File: config.mk
export PLATFORM = sky130hd
export DESIGN_NAME = delimiter_field_splitter_flat
export DESIGN_NICKNAME = d
export VERILOG_FILES = /design/src/rtl/dfs_pkg.sv /design/src/rtl/dfs_in_if.sv /design/src/rtl/dfs_out_if.sv /design/src/rtl/dfs_matcher.sv /design/src/rtl/dfs_queue.sv /design/src/rtl/delimiter_field_splitter.sv /design/src/flat_wrapper.sv
export SDC_FILE = /design/constraint.sdc
export NUM_CORES = 1
export LEC_CHECK = 0
export BUFFER_PORTS_ARGS = -buffer_cell sky130_fd_sc_hd__buf_4
export CORE_UTILIZATION = 35
export CTS_BUF_LIST = sky130_fd_sc_hd__clkbuf_16
export CTS_CLUSTER_SIZE = 10
export DETAILED_ROUTE_END_ITERATION = 10
export GPL_TIMING_DRIVEN = 1
export PLACE_DENSITY = 0.64
export SLEW_MARGIN = 15
export SYNTH_ARGS = -nofsm -noshare
export SYNTH_HDL_FRONTEND = slang
export SYNTH_SLANG_ARGS = --single-unit
File: constraint.sdc
create_clock -name clk_i -period 8.27 [get_ports clk_i]
set_input_delay 1.2405 -clock clk_i [delete_from_list [all_inputs] [get_ports clk_i]]
set_output_delay 1.2405 -clock clk_i [all_outputs]
set_load 0.01 [all_outputs]
File: src/rtl/dfs_pkg.sv
// ----------------------------------------------------------------------------
// dfs_pkg
// shared types and constants for the delimiter field splitter
// ----------------------------------------------------------------------------
package dfs_pkg;

  localparam int unsigned QueueDepth = 4;
  localparam int unsigned QueuePtrW  = $clog2(QueueDepth);
  localparam int unsigned QueueCntW  = $clog2(QueueDepth + 1);

  // configuration register indexes
  typedef enum logic [1:0] {
    CFG_DELIM_BYTES  = 2'd0,
    CFG_DELIM_LENGTH = 2'd1,
    CFG_IGNORE_EMPTY = 2'd2
  } cfg_idx_e;

  typedef struct packed {
    logic [63:0] delim_bytes;
    logic [3:0]  delim_length;
    logic        ignore_empty;
  } cfg_t;

  typedef struct packed {
    logic [15:0] piece_start;
    logic [15:0] piece_length;
    logic [15:0] piece_number;
    logic        final_piece;
  } piece_t;

  // up to two pieces per item, slot0 first
  typedef struct packed {
    logic [1:0] count;
    piece_t     slot0;
    piece_t     slot1;
  } push_t;

endpackage

File: src/rtl/dfs_in_if.sv
// ----------------------------------------------------------------------------
// dfs_in_if
// text byte channel, valid/ready handshake
// ----------------------------------------------------------------------------
interface dfs_in_if;
  logic        valid;
  logic        ready;
  logic [7:0]  text_byte;
  logic        final_byte;
  logic [15:0] text_length;

  modport source (output valid, text_byte, final_byte, text_length, input ready);
  modport sink   (input valid, text_byte, final_byte, text_length, output ready);
endinterface

File: src/rtl/dfs_out_if.sv
// ----------------------------------------------------------------------------
// dfs_out_if
// piece descriptor channel, valid/ready handshake
// ----------------------------------------------------------------------------
interface dfs_out_if;
  logic        valid;
  logic        ready;
  logic [15:0] piece_start;
  logic [15:0] piece_length;
  logic [15:0] piece_number;
  logic        final_piece;

  modport source (output valid, piece_start, piece_length, piece_number, final_piece,
                  input ready);
  modport sink   (input valid, piece_start, piece_length, piece_number, final_piece,
                  output ready);
endinterface

File: src/rtl/dfs_matcher.sv
// ----------------------------------------------------------------------------
// dfs_matcher
// delimiter match state and piece descriptor generation, one byte per cycle while accept_i is high
// ----------------------------------------------------------------------------
module dfs_matcher
  import dfs_pkg::*;
#(
  parameter int unsigned MAX_DELIMITER = 8,
  parameter int unsigned POSITION_BITS = 16
) (
  input  logic        clk_i,
  input  logic        rst_ni,
  input  logic        accept_i,
  input  logic [7:0]  text_byte_i,
  input  logic        final_byte_i,
  input  logic [15:0] text_length_i,
  input  cfg_t        cfg_i,
  output push_t       push_o
);

  localparam int unsigned PosW = POSITION_BITS;

  logic [3:0]      match_q, match_d;
  logic [PosW-1:0] pos_q, pos_d;
  logic [PosW-1:0] start_q, start_d;
  logic [15:0]     emitted_q, emitted_d;

  logic [3:0]      dlen;
  logic            dlen_nz;
  logic            allow;
  logic [7:0]      cur_byte;
  logic            hit;
  logic [3:0]      match_step;
  logic            full;
  logic [PosW-1:0] pos_inc;
  logic [PosW-1:0] len_delim;
  logic [PosW-1:0] start_after;
  logic [PosW-1:0] len_final;
  logic            emit_delim;
  logic            emit_final;
  piece_t          piece_delim;
  piece_t          piece_final;

  always_comb begin
    dlen     = (cfg_i.delim_length > 4'(MAX_DELIMITER)) ? 4'(MAX_DELIMITER)
                                                         : cfg_i.delim_length;
    dlen_nz  = (dlen != 4'd0);
    allow    = dlen_nz && ({12'd0, dlen} < text_length_i);
    cur_byte = cfg_i.delim_bytes[{match_q[2:0], 3'b000} +: 8];
    hit      = (match_q < dlen) && (text_byte_i == cur_byte);
    // on a miss the byte is tried again against delimiter byte 0
    if (hit) begin
      match_step = match_q + 4'd1;
    end else if (text_byte_i == cfg_i.delim_bytes[7:0]) begin
      match_step = 4'd1;
    end else begin
      match_step = 4'd0;
    end
    full        = dlen_nz && (match_step >= dlen);
    pos_inc     = pos_q + PosW'(1);
    len_delim   = pos_inc - PosW'(dlen) - start_q;
    start_after = full ? pos_inc : start_q;
    len_final   = pos_inc - start_after;
    emit_delim  = allow && full && !((len_delim == '0) && cfg_i.ignore_empty);
    emit_final  = allow && final_byte_i && !((len_final == '0) && cfg_i.ignore_empty);

    piece_delim.piece_start  = 16'(start_q);
    piece_delim.piece_length = 16'(len_delim);
    piece_delim.piece_number = emitted_q;
    piece_delim.final_piece  = 1'b0;

    piece_final.piece_start  = 16'(start_after);
    piece_final.piece_length = 16'(len_final);
    piece_final.piece_number = emitted_q + {15'd0, emit_delim};
    piece_final.final_piece  = 1'b1;

    push_o.count = accept_i ? ({1'b0, emit_delim} + {1'b0, emit_final}) : 2'd0;
    push_o.slot0 = emit_delim ? piece_delim : piece_final;
    push_o.slot1 = piece_final;

    if (final_byte_i) begin
      match_d   = 4'd0;
      pos_d     = '0;
      start_d   = '0;
      emitted_d = 16'd0;
    end else begin
      match_d   = !dlen_nz ? match_q : (full ? 4'd0 : match_step);
      pos_d     = pos_inc;
      start_d   = start_after;
      emitted_d = emitted_q + {15'd0, emit_delim};
    end
  end

  always_ff @(posedge clk_i or negedge rst_ni) begin
    if (!rst_ni) begin
      match_q   <= 4'd0;
      pos_q     <= '0;
      start_q   <= '0;
      emitted_q <= 16'd0;
    end else if (accept_i) begin
      match_q   <= match_d;
      pos_q     <= pos_d;
      start_q   <= start_d;
      emitted_q <= emitted_d;
    end
  end

endmodule

File: src/rtl/dfs_queue.sv
// ----------------------------------------------------------------------------
// dfs_queue
// small result queue, takes up to two pieces per cycle and hands out one
// ----------------------------------------------------------------------------
module dfs_queue
  import dfs_pkg::*;
(
  input  logic                 clk_i,
  input  logic                 rst_ni,
  input  push_t                push_i,
  input  logic                 pop_i,
  output piece_t               head_o,
  output logic [QueueCntW-1:0] level_o
);

  piece_t               mem_q [QueueDepth];
  logic [QueuePtrW-1:0] wr_q, wr_d;
  logic [QueuePtrW-1:0] rd_q, rd_d;
  logic [QueueCntW-1:0] cnt_q, cnt_d;
  logic [QueuePtrW-1:0] wr_next;

  always_comb begin
    wr_next = wr_q + QueuePtrW'(1);
    wr_d    = wr_q + QueuePtrW'(push_i.count);
    rd_d    = pop_i ? rd_q + QueuePtrW'(1) : rd_q;
    cnt_d   = cnt_q + QueueCntW'(push_i.count) - QueueCntW'(pop_i);
  end

  always_ff @(posedge clk_i) begin
    if (push_i.count != 2'd0) begin
      mem_q[wr_q] <= push_i.slot0;
    end
    if (push_i.count == 2'd2) begin
      mem_q[wr_next] <= push_i.slot1;
    end
  end

  always_ff @(posedge clk_i or negedge rst_ni) begin
    if (!rst_ni) begin
      wr_q  <= '0;
      rd_q  <= '0;
      cnt_q <= '0;
    end else begin
      wr_q  <= wr_d;
      rd_q  <= rd_d;
      cnt_q <= cnt_d;
    end
  end

  assign head_o  = mem_q[rd_q];
  assign level_o = cnt_q;

endmodule

File: src/rtl/delimiter_field_splitter.sv
// ----------------------------------------------------------------------------
// delimiter_field_splitter
// splits a byte stream at a multi-byte delimiter into piece descriptors
// ----------------------------------------------------------------------------
//  channel    dir  handshake          payload
//  text_if    in   valid/ready        text_byte, final_byte, text_length
//  piece_if   out  valid/ready        piece_start, piece_length, piece_number,
//                                     final_piece
//  cfg        in   cfg_we_i           cfg_idx_i, cfg_wdata_i
//
//  one byte item per cycle while text_if.ready is high: the delimiter compare and
//  the offset arithmetic sit between the match state registers and a four-entry result queue
//  a byte item gives zero, one or two pieces; the first piece can be taken
//  in the cycle after its byte is accepted
//  text_if.ready is low only while fewer than two queue entries are free
//  reset clears match state, counters and queue; configuration resets to a one-byte zero delimiter
module delimiter_field_splitter
  import dfs_pkg::*;
#(
  parameter int unsigned MAX_DELIMITER = 8,
  parameter int unsigned POSITION_BITS = 16
) (
  input  logic         clk_i,
  input  logic         rst_ni,
  dfs_in_if.sink       text_if,
  dfs_out_if.source    piece_if,
  input  logic         cfg_we_i,
  input  logic [1:0]   cfg_idx_i,
  input  logic [63:0]  cfg_wdata_i
);

  cfg_t                 cfg_q;
  push_t                push;
  piece_t               head;
  logic [QueueCntW-1:0] level;
  logic                 in_accept;
  logic                 out_accept;

  always_ff @(posedge clk_i or negedge rst_ni) begin
    if (!rst_ni) begin
      cfg_q.delim_bytes  <= 64'd0;
      cfg_q.delim_length <= 4'd1;
      cfg_q.ignore_empty <= 1'b0;
    end else if (cfg_we_i) begin
      case (cfg_idx_e'(cfg_idx_i))
        CFG_DELIM_BYTES:  cfg_q.delim_bytes  <= cfg_wdata_i;
        CFG_DELIM_LENGTH: cfg_q.delim_length <= cfg_wdata_i[3:0];
        CFG_IGNORE_EMPTY: cfg_q.ignore_empty <= cfg_wdata_i[0];
        default: ;
      endcase
    end
  end

  // two free entries cover the worst case of a delimiter piece plus a final piece
  assign text_if.ready = (level <= QueueCntW'(QueueDepth - 2));
  assign in_accept     = text_if.valid && text_if.ready;
  assign out_accept    = piece_if.valid && piece_if.ready;

  dfs_matcher #(
    .MAX_DELIMITER (MAX_DELIMITER),
    .POSITION_BITS (POSITION_BITS)
  ) u_matcher (
    .clk_i         (clk_i),
    .rst_ni        (rst_ni),
    .accept_i      (in_accept),
    .text_byte_i   (text_if.text_byte),
    .final_byte_i  (text_if.final_byte),
    .text_length_i (text_if.text_length),
    .cfg_i         (cfg_q),
    .push_o        (push)
  );

  dfs_queue u_queue (
    .clk_i   (clk_i),
    .rst_ni  (rst_ni),
    .push_i  (push),
    .pop_i   (out_accept),
    .head_o  (head),
    .level_o (level)
  );

  assign piece_if.valid        = (level != '0);
  assign piece_if.piece_start  = head.piece_start;
  assign piece_if.piece_length = head.piece_length;
  assign piece_if.piece_number = head.piece_number;
  assign piece_if.final_piece  = head.final_piece;

  a_level_bound: assert property (@(posedge clk_i) disable iff (!rst_ni)
    level <= QueueCntW'(QueueDepth))
    else $error("result queue overflow");

  a_room_on_accept: assert property (@(posedge clk_i) disable iff (!rst_ni)
    in_accept |-> (level <= QueueCntW'(QueueDepth - 2)))
    else $error("byte accepted without room for two pieces");

  a_pair_order: assert property (@(posedge clk_i) disable iff (!rst_ni)
    (push.count == 2'd2) |-> (push.slot1.final_piece && !push.slot0.final_piece))
    else $error("delimiter piece must precede final piece");

  a_level_track: assert property (@(posedge clk_i) disable iff (!rst_ni)
    1'b1 |=> (level == $past(level) + QueueCntW'($past(push.count))
                       - QueueCntW'($past(out_accept))))
    else $error("queue level does not follow push and pop");

endmodule

File: src/flat_wrapper.sv
// flat-port wrapper written by rule: the top's interface ports become plain ports
module delimiter_field_splitter_flat import dfs_pkg::*;
#(
  parameter int unsigned MAX_DELIMITER = 8,
  parameter int unsigned POSITION_BITS = 16
)
  (clk_i, rst_ni, cfg_we_i, cfg_idx_i, cfg_wdata_i, text_if_valid, text_if_text_byte, text_if_final_byte, text_if_text_length, text_if_ready, piece_if_valid, piece_if_piece_start, piece_if_piece_length, piece_if_piece_number, piece_if_final_piece, piece_if_ready);
  dfs_in_if text_if_i ();
  dfs_out_if piece_if_i ();
  input  logic clk_i;
  input  logic rst_ni;
  input  logic cfg_we_i;
  input  logic [1:0] cfg_idx_i;
  input  logic [63:0] cfg_wdata_i;
  input wire logic [$bits(text_if_i.valid)-1:0] text_if_valid;
  input wire logic [$bits(text_if_i.text_byte)-1:0] text_if_text_byte;
  input wire logic [$bits(text_if_i.final_byte)-1:0] text_if_final_byte;
  input wire logic [$bits(text_if_i.text_length)-1:0] text_if_text_length;
  output wire logic [$bits(text_if_i.ready)-1:0] text_if_ready;
  output wire logic [$bits(piece_if_i.valid)-1:0] piece_if_valid;
  output wire logic [$bits(piece_if_i.piece_start)-1:0] piece_if_piece_start;
  output wire logic [$bits(piece_if_i.piece_length)-1:0] piece_if_piece_length;
  output wire logic [$bits(piece_if_i.piece_number)-1:0] piece_if_piece_number;
  output wire logic [$bits(piece_if_i.final_piece)-1:0] piece_if_final_piece;
  input wire logic [$bits(piece_if_i.ready)-1:0] piece_if_ready;
  assign text_if_i.valid = text_if_valid;
  assign text_if_i.text_byte = text_if_text_byte;
  assign text_if_i.final_byte = text_if_final_byte;
  assign text_if_i.text_length = text_if_text_length;
  assign text_if_ready = text_if_i.ready;
  assign piece_if_valid = piece_if_i.valid;
  assign piece_if_piece_start = piece_if_i.piece_start;
  assign piece_if_piece_length = piece_if_i.piece_length;
  assign piece_if_piece_number = piece_if_i.piece_number;
  assign piece_if_final_piece = piece_if_i.final_piece;
  assign piece_if_i.ready = piece_if_ready;
  delimiter_field_splitter #(.MAX_DELIMITER(MAX_DELIMITER), .POSITION_BITS(POSITION_BITS)) u_core (.clk_i(clk_i), .rst_ni(rst_ni), .text_if(text_if_i), .piece_if(piece_if_i), .cfg_we_i(cfg_we_i), .cfg_idx_i(cfg_idx_i), .cfg_wdata_i(cfg_wdata_i));
endmodule
==> summary.md <==
| Metric | Value |
|---|---|
| TritonRoute pass-1 iters | 6 |
| Worst-path clk slew | 60 ps |
| Antenna violations before repair | 1 |
| Final setup violation count | 0 |
| Max VDD drop | 0.189 mV |
| Hold/Removal Path Class | reg2reg |
| Post-synth EDFFs | 192 |
| Synth area leader | edfxtp_1 |
| Pin count of the biggest net entering global routing | 78 |
| Critical path capture point type | register |
| Final WL | 53.6 mm |
| Multi-input gate area | 8630 µm² |
| Hold Crit Depth | 2 |
| Ant. Diodes | 0 |
| Clock power share | 0.226 |
| Syn nets | 1739 |
| Row count | 83 |
| Die Width | 231 µm |
| R2R depth | 31 |
| H-tree depth | 2 |
| Area grow syn2layout | 19.4% |
| Share of cells above drive strength 1 | 0.273 |
| CTS Buf Count | 40 |
| Setup_tns | 0 ps |
| Post-detail-place hpwl | 37.6 mm |
| Final Non-Filler Cells | 2441 |
| CP max FO | 25 |
| Clock tree buffer depth | 3 |
| CTS Hold Buffers Added | 0 |
| Slowest-stage cell, CP | mux4_2 |
| Placed cell count | 2366 |
| Clk_lat worst skew | 570 ps |
| First-pass GRT wire length | 82.9 mm |
| Worst path bufs/invs | 3 |
| Ys Warns | 0 |
| Synthesized instance count | 1575 |
| Fill cell count | 4796 |
| Worst slew pin tran | 1090 ps |
| Worst setup SP type | register |
| Clk sink count | 324 |
| Synth top area cells | edfxtp_1, dfrtp_1, mux4_2 |
| Buffers added on ports | 146 |
| Switching Fraction | 0.397 |
| Synth cell count leaders | edfxtp_1, dfrtp_1, o22ai_1, a21oi_1, inv_1 |
| Syn_area_per_cell | 11.7 µm² |
| CORE AREA | 51600 µm² |
| Async set or reset register ratio after synthesis | 0.395 |
| FF-to-FF Start | u_core.u_matcher.match_q[0] |
| DR vias | 14200 |
| Comb pwr share | 0.471 |
| Sequential share of the synthesized area | 0.493 |
| Initial Util | 0.356 |
| Pleak | 8.43 nW |
| WL/cell | 22.0 µm |
| CP peak stage delay | 530 ps |
| Worst R2R Setup Slack | 530 ps |
| Post-Route Utilization | 0.425 |
| CTS tree | done |
| Vias in the first global route | 14200 |
| Slew HR | 0.274 |
| Die Ht | 231 µm |
| Top cell type's share of synthesized area | 0.314 |
| Seq cells post-synth | 324 |
| P_int | 4.23 mW |
| Clock root buffer | clkbuf_16 |
| Worst Hold Path EP | u_core.u_queue.mem_q[1][0] |
| Die area | 53400 µm² |
| HP Start | u_core.u_queue.mem_q[1][0] |
| Max frequency | 129 MHz |
| Final count of hold timing violations | 0 |
| Drt initial violations | 1340 |
| Vias/cell | 5.83 |
| Crit path DAT | 8030 ps |
| Post-synth cell types | 81 |
| Final #Nets | 1896 |
| Final Skew | 22.4 ps |
| Register share of total power | 0.303 |
| Psw | 2.78 mW |
| Cell with the most instances after synthesis | edfxtp_1 |
| Critical R2R Capture | u_core.u_queue.mem_q[1][34] |
| Crit share post-route | 0.935 |
| GP Congestion | 0.919 |
| # DRC | 0 |
| Pwr Density | 320 nW/µm² |
| Storage element area | 9050 µm² |
| Gr usage total | 0.200 |
| CP Class | reg2reg |
| Tot Pwr | 7.01 mW |
| Worst path top cell family by delay | simple AND/OR/NAND/NOR gates |
| I/O pins | 147 |
| Slew Limit Fails | 0 |
| Max-cap violations | 0 |
| Grt ovf | 0 |
| Status | finished clean |
| Period minus WS final | 7740 ps |
| Final ANT Viol Nets | 0 |
| Most used flip-flop cell after synthesis | edfxtp_1 |
| Mapped cell area | 18400 µm² |
| Worst EP required | 8560 ps |
==> placed cells by master (no fill, tap or decap), types with 12 or more instances in the layout <==
cell type,n
buf_4,209
edfxtp_1,192
o22ai_1,125
dfrtp_1,125
inv_1,120
a21oi_1,104
nand2_1,82
mux2_2,72
mux4_2,65
ha_1,62
nor2_1,61
o21ai_0,56
nand3_1,42
clkbuf_16,41
xnor2_1,34
a211oi_1,32
nor3_1,25
xor2_1,22
mux2i_1,20
mux2_4,14
a311oi_1,12
==> how the worst max path moves through the flow <==
| stage | startpoint | endpoint | cells past startpoint | slack (ps) |
|---|---|---|---|---|
| final | u_core.u_matcher.match_q[0] | u_core.u_queue.mem_q[1][34] | 31 | 530 |
| after global routing | u_core.u_matcher.match_q[0] | u_core.u_queue.mem_q[1][33] | 36 | -20 |
| after CTS | u_core.u_matcher.match_q[0] | u_core.u_queue.mem_q[1][33] | 36 | 90 |
| after detailed placement | text_if_text_byte[1] | u_core.u_queue.mem_q[1][33] | 34 | 40 |
| after global placement | text_if_text_byte[1] | u_core.u_queue.mem_q[3][18] | 34 | 70 |
| after floorplan | text_if_text_byte[1] | u_core.u_queue.mem_q[2][10] | 34 | 40 |
==> tightest hold or removal path: stages, from the launching register on <==
cell     delay, ps
dfxtp_1        330
nor2_1          50
nor2_1          70
==> cells by family after synthesis <==
kind of cell / Yosys count / synth area share
compound gates: 438 / 0.153
flops: 324 / 0.493
simple gates: 303 / 0.0825
buf+inv: 211 / 0.0467
mux: 172 / 0.147
fa+ha+maj: 68 / 0.0488
xor+xnor: 59 / 0.0289
==> stage by stage <==
stage	area, µm²	setup slack (ps)	hold WS (ps)
2_1_floorplan	18400	37.5	435
3_5_place_dp	20500	39.7	459
5_1_grt	21900	-16.8	491
4_1_cts	21700	90.4	473
3_3_place_gp	20500	74.0	449
6_report	21900	534	475
==> timing repair <==
item                                    4_1_cts  5_1_grt
endpoints found under the setup margin        0      307
gates resized for setup                       0       43
setup buffers                                 0        4
==> sequential cells by signal, summed over array words and instances, names as in the netlist <==
signal                      flops
u_core.u_matcher.match_q        4
u_core.u_queue.mem_q          196
u_core.u_queue.wr_q             2
u_core.u_matcher.emitted_q     16
u_core.u_queue.rd_q             2
u_core.cfg_q                   69
u_core.u_matcher.pos_q         16
u_core.u_queue.level_o          3
u_core.u_matcher.start_q       16
==> power by group through the flow <==
stage | registers [mW] | logic (mW) | clock network, mW
final | 2.13 | 3.30 | 1.59
after global routing | 2.15 | 3.53 | 1.67
after CTS | 2.12 | 3.21 | 1.62
after detailed placement | 2.16 | 3.20 | 0
after global placement | 2.14 | 3.16 | 0
after floorplan | 2.05 | 2.05 | 0
==> cell type report <==
| class | instances | share of cell area |
|---|---|---|
| flip-flops and latches | 324 | 0.413 |
| multi-input cells | 1040 | 0.394 |
| repair buffers | 223 | 0.0823 |
| clock buffers | 41 | 0.0468 |
| well taps | 680 | 0.0388 |
| inverters | 103 | 0.0182 |
| clock inverters | 30 | 0.00708 |
==> layer usage <==
metal,share of wire,track usage,vias to the layer above
li1,-,-,6350
met1,0.39,0.258,7025
met2,0.49,0.333,738
met3,0.093,0.0436,106
met4,0.024,0.0656,2
met5,0.00021,0,-
No activity file was read; power rests on OpenSTA's default activity.
